File: config.mk
export PLATFORM = sky130hd
export DESIGN_NAME = mfbfs_ram
export DESIGN_NICKNAME = d
export VERILOG_FILES = /design/src/max_flow_bfs_augmenting_assert.svh /design/src/mfbfs_ram.sv
export SDC_FILE = /design/constraint.sdc
export NUM_CORES = 1
export LEC_CHECK = 0
export BUFFER_PORTS_ARGS = -buffer_cell sky130_fd_sc_hd__buf_2
export CORE_MARGIN = 10
export CORE_UTILIZATION = 56
export CTS_CLUSTER_SIZE = 28
export DETAILED_ROUTE_END_ITERATION = 8
export GPL_TIMING_DRIVEN = 0
export PLACE_DENSITY_LB_ADDON = 0.15
export SLEW_MARGIN = 0
export SYNTH_ARGS = -nofsm -noshare
export SYNTH_HDL_FRONTEND = slang
export SYNTH_SLANG_ARGS = --single-unit
File: constraint.sdc
create_clock -name clk -period 1.6 [get_ports clk]
set_input_delay 0 -clock clk [delete_from_list [all_inputs] [get_ports clk]]
set_output_delay 0 -clock clk [all_outputs]
set_load 0.02 [all_outputs]
File: src/max_flow_bfs_augmenting_assert.svh
// ---------------------------------------------------------------------------
// Assertion macros for the max-flow block
// Clocked on clk, disabled while arst_n is low.
// ---------------------------------------------------------------------------
`ifndef MAX_FLOW_BFS_AUGMENTING_ASSERT_SVH
`define MAX_FLOW_BFS_AUGMENTING_ASSERT_SVH

// same-cycle implication
`define MFBFS_ASSERT_NOW(label, ante, cons, msg) \
	label: assert property (@(posedge clk) disable iff (!arst_n) (ante) |-> (cons)) \
		else $error(msg);

// next-cycle implication
`define MFBFS_ASSERT_NEXT(label, ante, cons, msg) \
	label: assert property (@(posedge clk) disable iff (!arst_n) (ante) |=> (cons)) \
		else $error(msg);

`endif

File: src/mfbfs_ram.sv
// ---------------------------------------------------------------------------
// mfbfs_ram
// Generic one-write, one-read RAM with registered read data.
// ---------------------------------------------------------------------------
module mfbfs_ram #(
	parameter int WIDTH = 8,
	parameter int DEPTH = 64
) (
	input  logic                     clk,
	input  logic                     we,
	input  logic [$clog2(DEPTH)-1:0] waddr,
	input  logic [WIDTH-1:0]         wdata,
	input  logic [$clog2(DEPTH)-1:0] raddr,
	output logic [WIDTH-1:0]         rdata
);

	logic [WIDTH-1:0] mem_q [DEPTH];

	always_ff @(posedge clk) begin
		if (we) begin
			mem_q[waddr] <= wdata;
		end
		rdata <= mem_q[raddr];
	end

endmodule

Word-level counts from Yosys, hierarchy flattened
Memories as Yosys holds them, arrays and structs flattened. A register that Yosys moved wholly into a read port is not among the register bits. Index checks and enable logic that the tools add are counted.

Word-level logic and storage cells: 3. Memories: 1. Bits in writable memories: 512. Bits in registers: 0. Input port bits: 22. Output and inout bits: 8.

Muxes and demuxes: 2.

Memories: mem_q (depth 64, bits a word 8, read ports 1, clocked after memory_dff 1, write ports 1, line mfbfs_ram.sv:17) `logic [WIDTH-1:0] mem_q [DEPTH];`.

Operators by type and width (number): $mux W1 (2).

Longest topological paths before layout
Word-level depth: 2. Mapped depth: 9.

Worst setup path after synthesis
No wires, ideal clock.

Kind: register to register. From: memory mem_q[29][4]. To: register rdata[4], read port of mem_q. Cell stages (with the launch flop): 6. Slack: -0.092 ns. Library setup time: 0.132 ns. Data required time: 1.468 ns. Data arrival time: 1.560 ns. Path through: edfxtp_1 > mux4_2 > mux2_2 > o221a_2 > nor3_1 > o32ai_1.

RTL lines: start: declaration (line mfbfs_ram.sv:17); end: declaration (line mfbfs_ram.sv:14) `output logic [WIDTH-1:0] rdata`.

==> out/metrics.csv <==
stage;metric;value;unit
cells_and_area;design_area;0.02301;mm²
sta;skew;0.01260;ns
sta;rsz0062_at_grt;yes;
clocking;clock_path_buffers;3;
logic_synthesis;yosysWarningCount;0;
hold_path;min_path_type;input port to flip-flop;
critical_path;worstReg2RegStart;mem_q[6][0];
critical_path;cp_max_fo;1;
pwr;clkPwrFrac;42.3;%
sta;worst_slack;-0.3487;ns
run;drv_cap;0;
pwr;power_density;1260;mW/mm²
detailed_routing;postRouteAntennaNets;0;
grt;grt_pass1_vias;9989;
hold_path;min_from;waddr[0];
detailed_routing;route.final.wire_length;47.24;mm
pwr;power_switching;5.934;mW
place;dpl-instance-area;0.02089;mm²
grt;grtUsageTotal;21.56;%
detailed_routing;drcViolationCount;0;
pwr;swShare;20.46;%
logic_synthesis;yosys-top-cells-area;edfxtp_1 76%, mux4_2 14%, nor2_1 1.5%;
hold_path;whs_path_depth;3;
die;num_io_pins;30;
logic_synthesis;syn_inst;940;
sta;slew_violations;0;
critical_path;cpMaxStageDelayCell;mux4_2;
logic_synthesis;synth_top_area_cell;edfxtp_1;
logic_synthesis;synth_area;0.02017;mm²
critical_path;critical_path_arrival;2.37;ns
grt;grt-ovfl-total;0;
run_status;outcome;finished, violations left;
logic_synthesis;ys_ff_latch;520;
die;initial_core_util;56.70;%
sta;tightest_slew;1.277;ns
sta;timing.fmax;0.5132;GHz
pwr;p_int;23.06;mW
logic_synthesis;syn_nets;962;
sta;max-slew-margin-rel;14.89;%
logic_synthesis;yosysTopAreaCellShare;76.24;%
critical_path;worstSetupEndpointType;flip-flop;
detailed_routing;drt_iter0_markers;1195;
pwr;peakVddDrop;1.214;mV
sta;finalSetupViolations;28;
place;gp_congestion;0.8656;
logic_synthesis;synth_simple_gate_area_share;3.388;%
logic_synthesis;synth_compound_gate_area_share;2.072;%
sta;period_minus_slack;1.949;ns
clocking;cts_sinks;520;
die;core;0.03557;mm²
clocking;cts_root_buf;clkbuf_16;
cells_and_area;area_delta_synth_final;14.12;%
pwr;p_total;29.00;mW
grt;grt_max_degree;65;
detailed_routing;wl_per_cell;31.14;µm
critical_path;required;2.02;ns
place;dp_hpwl;29.41;mm
cells_and_area;nets;1038;
clocking;htreeDepth;2;
pwr;seqPwrFrac;52.1;%
sta;fin_hold_ws;0.1119;ns
cells_and_area;drive_gt1_share;33.52;%
critical_path;worst-r2r-setup-slack;-0.35;ns
logic_synthesis;seq_area_frac_synth;77.03;%
die;die_h;209.8;µm
logic_synthesis;synthMuxAreaShare;15.94;%
detailed_routing;vias;9979;
die;rows;69;
die;die_width;209.8;µm
logic_synthesis;synth_area_per_cell;21.45;µm²
critical_path;critPathMostFrequentCell;mux4_2;
place;dpl_worst_slack;-1.183;ns
clocking;cts_buffers;50;
run_status;violations;negative setup slack;
critical_path;r2r_cells;5;
grt;grt_pass1_wl;69.43;mm
critical_path;regToRegEndpoint;rdata[0];
place;portBuffers;21;
clocking;clkTransAtPathRegs;0.06;ns
pwr;p_leak;7.139;nW
grt;antenna_found_initial;0;
cells_and_area;diodes;0;
pwr;combPwrFrac;5.6;%
sta;period_share;121.8;%
critical_path;start_kind;flip-flop;
critical_path;max_stage_delay;0.56;ns
hold_path;holdPathEnd;mem_q[49][7];
logic_synthesis;synth-adder-area-share;0;%
logic_synthesis;synth_xor_area_share;0;%
clocking;cts_tree;yes;
detailed_routing;dr.pass1.iters;5;
die;dieArea;0.04400;mm²
logic_synthesis;synth_top_family_by_area;multiplexers;
logic_synthesis;yosys.cell_types.count;40;
critical_path;critPathKind;flip-flop to flip-flop;
sta;hold_violations;0;
critical_path;path_cells;mux4_2 > mux4_2 > nor2_1 > nor3_1 > o2bb2ai_2;
clocking;insertion_delay;0.57;ns
detailed_routing;via_per_inst;6.578;
## worst max path at each step
stage               slack (ns)          from  endpoint  cells past startpoint
detailed placement       -1.18      raddr[2]  rdata[3]                      7
global route             -0.41   mem_q[4][1]  rdata[1]                      5
CTS                      -0.34   mem_q[6][0]  rdata[0]                      5
global placement         -1.27      raddr[2]  rdata[3]                      7
finish                   -0.35   mem_q[6][0]  rdata[0]                      5
floorplan                -0.05  mem_q[21][4]  rdata[4]                      5
## through the flow
| step | cells | setup TNS (ns) | util [%] |
|---|---|---|---|
| global placement | 1422 | -251.98 | 58.74 |
| detailed placement | 1422 | -281.05 | 58.74 |
| floorplan | 940 | -0.1481 | - |
| finish | 1517 | -3.174 | 64.70 |
| global route | 1517 | -5.082 | 64.70 |
| CTS | 1515 | -9.572 | 64.17 |
## logic make-up (layout without fill, tap and decap cells)
kind of cell | after synthesis | after routing
AO/OA/AOI/OAI | 54 | 54
flip-flops | 520 | 520
buffers and inverters | 51 | 167
multiplexers | 162 | 162
AND/OR/NAND/NOR | 153 | 153
## what timing repair did
| item | CTS | global route |
|---|---|---|
| setup endpoints to repair | 178 | 350 |
| pin swaps | 0 | 2 |
| hold buffers | 1 | 0 |
| hold endpoints to repair | 3 | 0 |
| setup buffers | 0 | 2 |
| gates resized for setup | 58 | 53 |
## layer usage
| layer | share of wire [%] | routed length, µm | vias up | GRT usage [%] |
|---|---|---|---|---|
| met1 | 41 | 19290 | 5267 | 30.41 |
| met2 | 48 | 22510 | 513 | 33.68 |
| met4 | 3.1 | 1460 | 0 | 6.971 |
| met3 | 8.4 | 3979 | 99 | 3.920 |
| li1 | - | - | 4100 | - |
| met5 | 0 | 0 | - | 0 |
## power by group through the flow
stage | Sequential, mW | Clock (mW) | Combinational [mW]
2_1_floorplan | 15.4 | 0 | 0.818
3_3_place_gp | 15.4 | 0 | 1.49
3_5_place_dp | 15.4 | 0 | 1.52
4_1_cts | 15.1 | 12.4 | 1.58
5_1_grt | 15.1 | 12.9 | 1.70
6_report | 15.1 | 12.3 | 1.62
## cell usage after synthesis
master     number
o221a_2         2
nand3_1        13
or3_1           1
nand4_1         2
o22ai_1         8
buf_12          2
nor2b_1        14
nor3_1          7
a221oi_1        6
nand4b_1        1
buf_2          11
clkbuf_1       17
buf_6           4
o21ai_1         2
and2_1          1
o41ai_1         2
buf_1           4
o21a_1          2
a2111oi_0       2
a211oi_1        4
a21oi_1         3
o221ai_1        8
edfxtp_1      512
o311ai_1        1
nor4_1          2
mux2i_1        23
o2bb2ai_1       3
a31oi_1         1
buf_4          13
a22oi_1         3
nand2_1        19
o2111ai_1       3
nand2b_1        7
mux4_2        126
mux2_2         13
o32ai_1         2
nor2_1         83
dfxtp_1         8
nand3b_1        3
o21ai_0         2
## worst max-delay path: cells and delay by family, from the launching register on
kind / cells / cell delay [ns]
AND/OR/NAND/NOR: 2 / 0.21
AO/OA/AOI/OAI: 1 / 0.17
multiplexers: 2 / 1.06
flip-flops: 1 / 0.36
## area by class of cell
class	count	area [µm²]
tap	461	576.8
timing repair buffer	24	130.1
multi-input combinational	369	4707
clock buffer	69	1404
buffer	51	351.6
clock inverter	23	310.3
sequential	520	15530
fill	2322	12550
## registers in the layout (all words and copies together) (netlist names)
register  cells
mem_q       512
rdata         8
## cells in the final DEF (no fill, tap or decap), types with 4 or more instances in the layout
cell       synthesis  layout
a211oi_1           4       4
buf_2             11      29
buf_4             13      17
buf_6              4       5
bufinv_16          0       8
clkbuf_1          17      22
clkbuf_16          0      51
clkbuf_2           0       7
clkbuf_8           0       6
clkinv_1           0       9
clkinv_2           0       4
dfxtp_1            8       8
edfxtp_1         512     512
mux2_2            13      11
mux2i_1           23      23
mux4_2           126     126
nand2_1           19      17
nand2b_1           7       7
nand3_1           13      10
nor2_1            83      28
nor2_2             0      45
nor2_4             0      10
nor2b_1           14      14
o221ai_1           8       8
o22ai_1            8       8
No activity file was read; power rests on OpenSTA's default activity.
