## config.mk

```make
export PLATFORM = sky130hd
export DESIGN_NAME = mfbfs_cfg
export DESIGN_NICKNAME = d
export VERILOG_FILES = /design/src/max_flow_bfs_augmenting_assert.svh /design/src/mfbfs_pkg.sv /design/src/mfbfs_cfg.sv
export SDC_FILE = /design/constraint.sdc
export NUM_CORES = 1
export LEC_CHECK = 0
export CAP_MARGIN = 20
export CORE_UTILIZATION = 27
export DETAILED_ROUTE_END_ITERATION = 10
export DONT_BUFFER_PORTS = 1
export MAX_ROUTING_LAYER = met4
export PLACE_DENSITY = 0.51
export SLEW_MARGIN = 20
export SYNTH_ARGS = -nofsm -noshare
export SYNTH_HDL_FRONTEND = slang
export SYNTH_SLANG_ARGS = --single-unit
```

## constraint.sdc

```tcl
create_clock -name clk -period 0.88 [get_ports clk]
set_input_delay 0.044 -clock clk [delete_from_list [all_inputs] [get_ports clk]]
set_output_delay 0.044 -clock clk [all_outputs]
set_load 0.02 [all_outputs]
```

## src/max_flow_bfs_augmenting_assert.svh

```systemverilog
// ---------------------------------------------------------------------------
// Assertion macros for the max-flow block
// Clocked on clk, disabled while arst_n is low.
// ---------------------------------------------------------------------------
`ifndef MAX_FLOW_BFS_AUGMENTING_ASSERT_SVH
`define MAX_FLOW_BFS_AUGMENTING_ASSERT_SVH

// same-cycle implication
`define MFBFS_ASSERT_NOW(label, ante, cons, msg) \
	label: assert property (@(posedge clk) disable iff (!arst_n) (ante) |-> (cons)) \
		else $error(msg);

// next-cycle implication
`define MFBFS_ASSERT_NEXT(label, ante, cons, msg) \
	label: assert property (@(posedge clk) disable iff (!arst_n) (ante) |=> (cons)) \
		else $error(msg);

`endif

```

## src/mfbfs_pkg.sv

```systemverilog
// ---------------------------------------------------------------------------
// mfbfs_pkg
// Shared types and codes of the max-flow block.
// ---------------------------------------------------------------------------
package mfbfs_pkg;

	localparam int NODE_W  = 6;
	localparam int COUNT_W = 7;
	localparam int CAP_W   = 31;
	localparam int FLOW_W  = 37;
	localparam int PADDR_W = 4;

	localparam logic [1:0] CMD_WRITE = 2'd0;
	localparam logic [1:0] CMD_RUN   = 2'd1;
	localparam logic [1:0] CMD_CLEAR = 2'd2;
	// unused code: dropped without a result
	localparam logic [1:0] CMD_SPARE = 2'd3;

	localparam logic [1:0] REG_SOURCE = 2'd0;
	localparam logic [1:0] REG_SINK   = 2'd1;
	localparam logic [1:0] REG_COUNT  = 2'd2;

	typedef struct packed {
		logic [NODE_W-1:0]  source_node;
		logic [NODE_W-1:0]  sink_node;
		logic [COUNT_W-1:0] node_count;
	} cfg_t;

endpackage

```

## src/mfbfs_cfg.sv

```systemverilog
// ---------------------------------------------------------------------------
// mfbfs_cfg
// APB register file: source, sink and node count.
// ---------------------------------------------------------------------------
module mfbfs_cfg (
	input  logic                         clk,
	input  logic                         arst_n,
	input  logic                         psel,
	input  logic                         penable,
	input  logic                         pwrite,
	input  logic [mfbfs_pkg::PADDR_W-1:0] paddr,
	input  logic [31:0]                  pwdata,
	output logic [31:0]                  prdata,
	output logic                         pready,
	output mfbfs_pkg::cfg_t              cfg
);
	import mfbfs_pkg::*;

	cfg_t cfg_q;
	logic wr;

	assign pready = 1'b1;
	assign wr     = psel && penable && pwrite;
	assign cfg    = cfg_q;

	always_ff @(posedge clk or negedge arst_n) begin
		if (!arst_n) begin
			cfg_q.source_node <= NODE_W'(0);
			cfg_q.sink_node   <= NODE_W'(1);
			cfg_q.node_count  <= COUNT_W'(64);
		end else if (wr) begin
			case (paddr[3:2])
				REG_SOURCE: cfg_q.source_node <= pwdata[NODE_W-1:0];
				REG_SINK:   cfg_q.sink_node   <= pwdata[NODE_W-1:0];
				REG_COUNT:  cfg_q.node_count  <= pwdata[COUNT_W-1:0];
				default:    ;
			endcase
		end
	end

	always_comb begin
		case (paddr[3:2])
			REG_SOURCE: prdata = 32'(cfg_q.source_node);
			REG_SINK:   prdata = 32'(cfg_q.sink_node);
			REG_COUNT:  prdata = 32'(cfg_q.node_count);
			default:    prdata = 32'd0;
		endcase
	end

endmodule

```

[Word level (Yosys, flattened, before mapping)]
Cells that the tools add are included.
Operators by class
  eq/ne operators: 2
  multiplexer cells: 1
  reduce and logical (&&, ||, !) cells: 6
Operators with widths (count)
  $pmux 7 s3: 1
  $reduce_and 2->1: 3
  $eq 2x1->1 const B: 1
  $eq 2x2->1 const B: 1
  $logic_and 1x1->1: 2
  $logic_not 2->1: 1
Storage, ports and cells
  flip-flop bits (word level): 19
  logic and storage cells: 12

[Depth between registers and ports, before layout]
  word-level depth: 3
  depth in mapped cells: 4
  depth with buffers taken out: 3

[Least setup slack after synthesis]
OpenSTA, ideal clock, no wires.
  kind: input port to flip-flop
  start point: in paddr[2] in the netlist's numbering
  end point: reg cfg_q (netlist bit cfg[0])
  setup time: 0.125 ns
  data arrival time: 0.974 ns
  data required time: 0.755 ns
  slack: -0.219 ns
  stages: 3
  path buffers: 1
  path through: clkbuf_1 -> nor3b_2 -> mux2_2
On the way
  word-level cells in the longest chain between the ends: 2
Ends and longest elaborated chain
  from (decl): RTL line mfbfs_cfg.sv:11  | input logic [mfbfs_pkg::PADDR_W-1:0] paddr,
  $eq 2x2->1: RTL line mfbfs_cfg.sv:32  | case (paddr[3:2])
  $reduce_and 2->1 (no source line)
  to (decl): RTL line mfbfs_cfg.sv:19  | cfg_t cfg_q;
No other way between the ends.
A chain may end at the register's enable or synchronous reset.

[Worst setup path in the final report]
  start point: reg cfg_q (netlist bit cfg[1])
  end point: out prdata[1]
On the way
  word-level cells in the longest chain between the ends: 1
Ends and longest elaborated chain
  $pmux 7 s3: RTL line mfbfs_cfg.sv:42  | case (paddr[3:2])
  to (decl): RTL line mfbfs_cfg.sv:13  | output logic [31:0] prdata,
No other way between the ends.

==> results.py <==
metrics = {
    "die": {
        "fp-row-count": 22,
        "num_io_pins": 93,
        "start_util": 0.292,
        "die_w_um": 66.1,
        "coreArea_um2": 3800,
        "dieArea_um2": 4370,
        "die_h_um": 66.1,
    },
    "layout": {
        "finish.utilization": 0.448,
        "fillCellCount": 367,
        "diodes": 0,
        "nets": 188,
        "final_area_um2": 1700,
        "area_growth_syn_to_layout_pct": 53.4,
        "drive_gt1_frac": 0.521,
        "largest_reg_flops": 19,
        "final_cells": 194,
    },
    "drt": {
        "ant_nets": 0,
        "dr.pass1.iters": 2,
        "avgRoutedWirePerCell_um": 14.4,
        "viasPerCell": 4.18,
        "drtIter0Drc": 6,
        "drcViolationCount": 0,
        "num_vias": 810,
        "wirelength_um": 2790,
    },
    "timing": {
        "rsz0062_at_grt": "yes",
        "worst_pin_slew_ps": 886,
        "hold-worst-slack_ps": -34.3,
        "final_hold_viol_count": 17,
        "fin_crit_ps": 1130,
        "period_share": 1.28,
        "max_freq_mhz": 889,
        "setup_viol_count_final": 31,
        "finalMaxSlewViolations": 0,
        "setup_tns_ps": -2710,
        "slew_headroom": 0.409,
        "fin_skew_ps": 0,
        "setup_slack_ps": -245,
    },
    "placed_design": {
        "placed_cells": 168,
        "place_congestion": 0.638,
        "hpwl_um": 1860,
        "placed_cell_area_um2": 1340,
        "port-buffer-count": 0,
    },
    "pwr": {
        "p_sw_uw": 1290,
        "swShare": 0.345,
        "internal_power_uw": 2460,
        "pwr-share-comb": 0.492,
        "p_total_uw": 3750,
        "power_frac_seq": 0.338,
        "p_per_area_nw_per_um2": 2210,
        "p_leak_uw": 0.000861,
        "p_clk_frac": 0.170,
        "irDropWorstVdd_v": 0.000953,
    },
    "status": {
        "violations": "hold timing, setup timing",
        "outcome": "complete, but fails checks",
    },
    "clock_tree": {
        "cts.clk_slew.worst_paths_ps": 80,
        "cts_inserted_buffers": 3,
        "cts.path.max_buffers": 2,
        "cts.sinks": 19,
        "root_buffer": "clkbuf_8",
        "cts_tree": "built",
        "cts-htree-levels": 1,
        "clk_latency_ps": 260,
    },
    "logic_synthesis": {
        "synth.area.top_cells": "dfrtp_1, buf_4, mux2_2, mux2_4, mux2i_1",
        "syn_area_um2": 1110,
        "synth_seq_area_share": 0.431,
        "yosysWarnings": 0,
        "synth_area_per_cell_um2": 11.9,
        "ys_ff_latch": 19,
        "synth_top_area_frac": 0.384,
        "syn_inst": 93,
        "synth_cell_types": 17,
        "synth_area_leader_cell": "dfrtp_1",
    },
    "min_path": {
        "hold_path.class": "input port to asynchronous set/reset pin",
    },
    "global_routing": {
        "grt_pass1_wl_um": 4290,
        "grt_usage": 0.141,
        "antenna_found_initial": 0,
        "grt_max_degree": 20,
        "grt_overflow_total": 0,
        "grt_pass1_vias": 809,
    },
    "setup_path": {
        "startpoint": "cfg[1]$_DFFE_PN0P_",
        "regToRegEndpoint": "cfg[1]$_DFFE_PN0P_",
        "rr_worst_depth": 2,
        "worst_setup_path_end_kind": "primary output",
        "cp_max_fo": 2,
        "r2r-start": "cfg[1]$_DFFE_PN0P_",
        "critPathRequiredTime_ps": 840,
        "crit_arrival_ps": 1080,
        "r2r_setup_slack_ps": -30,
        "crit_type": "flip-flop to primary output",
        "critPathLaunchType": "flip-flop",
    },
    "run": {
        "max_cap_violations": 0,
    },
}
-- power by group through the flow --
stage | combinational [uW] | sequential [uW] | clock, uW
final | 1850 | 1270 | 636
after global routing | 1960 | 1290 | 692
after CTS | 1760 | 1250 | 646
after detailed placement | 1280 | 1280 | 0
after global placement | 1260 | 1270 | 0
after floorplan | 669 | 1500 | 0
-- cell usage in the layout, fill, tap and decap left out --
master	synthesis	layout
buf_6	1	33
conb_1	2	26
dfrtp_1	17	17
mux2_4	6	16
buf_4	27	13
dlygate4sd3_1	0	7
mux2i_1	6	6
nand2_1	6	6
o21ai_1	0	6
mux2_2	13	3
clkbuf_8	0	3
dfstp_2	2	2
nor2b_1	1	1
and3b_2	0	1
nand3_4	0	1
or3b_4	0	1
nor3b_4	0	1
nor3_4	0	1
clkinv_2	0	1
dlymetal6s4s_1	0	1
-- stage by stage --
step | worst slack [ps] | hold slack (ps)
after floorplan | -191 | -252
after global placement | -248 | -251
after detailed placement | -282 | -251
after CTS | -235 | 160
after global routing | -289 | 45.7
final | -245 | -34.3
-- cells in the mapped netlist --
cell and count:
mux2i_1 6, dfstp_2 2, nor3_2 1, nand2_1 6, or3b_1 1, nor2b_1 1, mux2_4 6, dfrtp_1 17
clkbuf_1 1, mux2_2 13, conb_1 2, buf_6 1, nand3_2 1, and3b_1 1, buf_4 27, nor3b_2 1
o21ai_0 6
-- cells by family after synthesis --
family                 after synthesis  synth area share
AOI/OAI and AO/OA                    6            0.0271
buffers and inverters               29             0.196
and+or+nand+nor                     12            0.0711
muxes                               25             0.267
DFF                                 19             0.431
other                                2           0.00677
-- worst max-delay path by stage --
stage	to	slack (ps)	cells after the start
2_1_floorplan	cfg[10]$_DFFE_PN0P_	-190	4
3_3_place_gp	cfg[12]$_DFFE_PN0P_	-250	3
3_5_place_dp	cfg[9]$_DFFE_PN0P_	-280	3
4_1_cts	prdata[0]	-230	3
5_1_grt	prdata[5]	-290	3
6_report	prdata[1]	-250	3
-- worst max-delay path, stage by stage, from the launching register on --
cell	delay, ps
dfrtp_1	400
mux2i_1	170
o21ai_1	90
buf_4	160
-- what timing repair did --
item	4_1_cts	5_1_grt
gates cloned	0	0
endpoints found under the hold margin	38	0
pin swaps	1	0
resized for setup	25	13
hold buffers	8	0
buffers inserted	12	5
setup endpoints to repair	19	60
-- layout make-up --
cell class	count	area [um2]	share of cell area
multi-input combinational	69	564	0.332
tap	48	60.1	0.0353
clock inverter	1	5.00	0.00294
timing repair buffer	54	552	0.325
sequential	19	478	0.281
clock buffer	3	41.3	0.0243
-- routing by layer --
layer,track usage,up-vias,share of wire,routed length [um]
met5,-,-,0,0
met4,0.0718,0,0.020,57
met3,0.0207,4,0.056,157
met2,0.244,46,0.51,1430
met1,0.159,393,0.41,1140
li1,-,367,-,-
No activity file was read; power rests on OpenSTA's default activity.
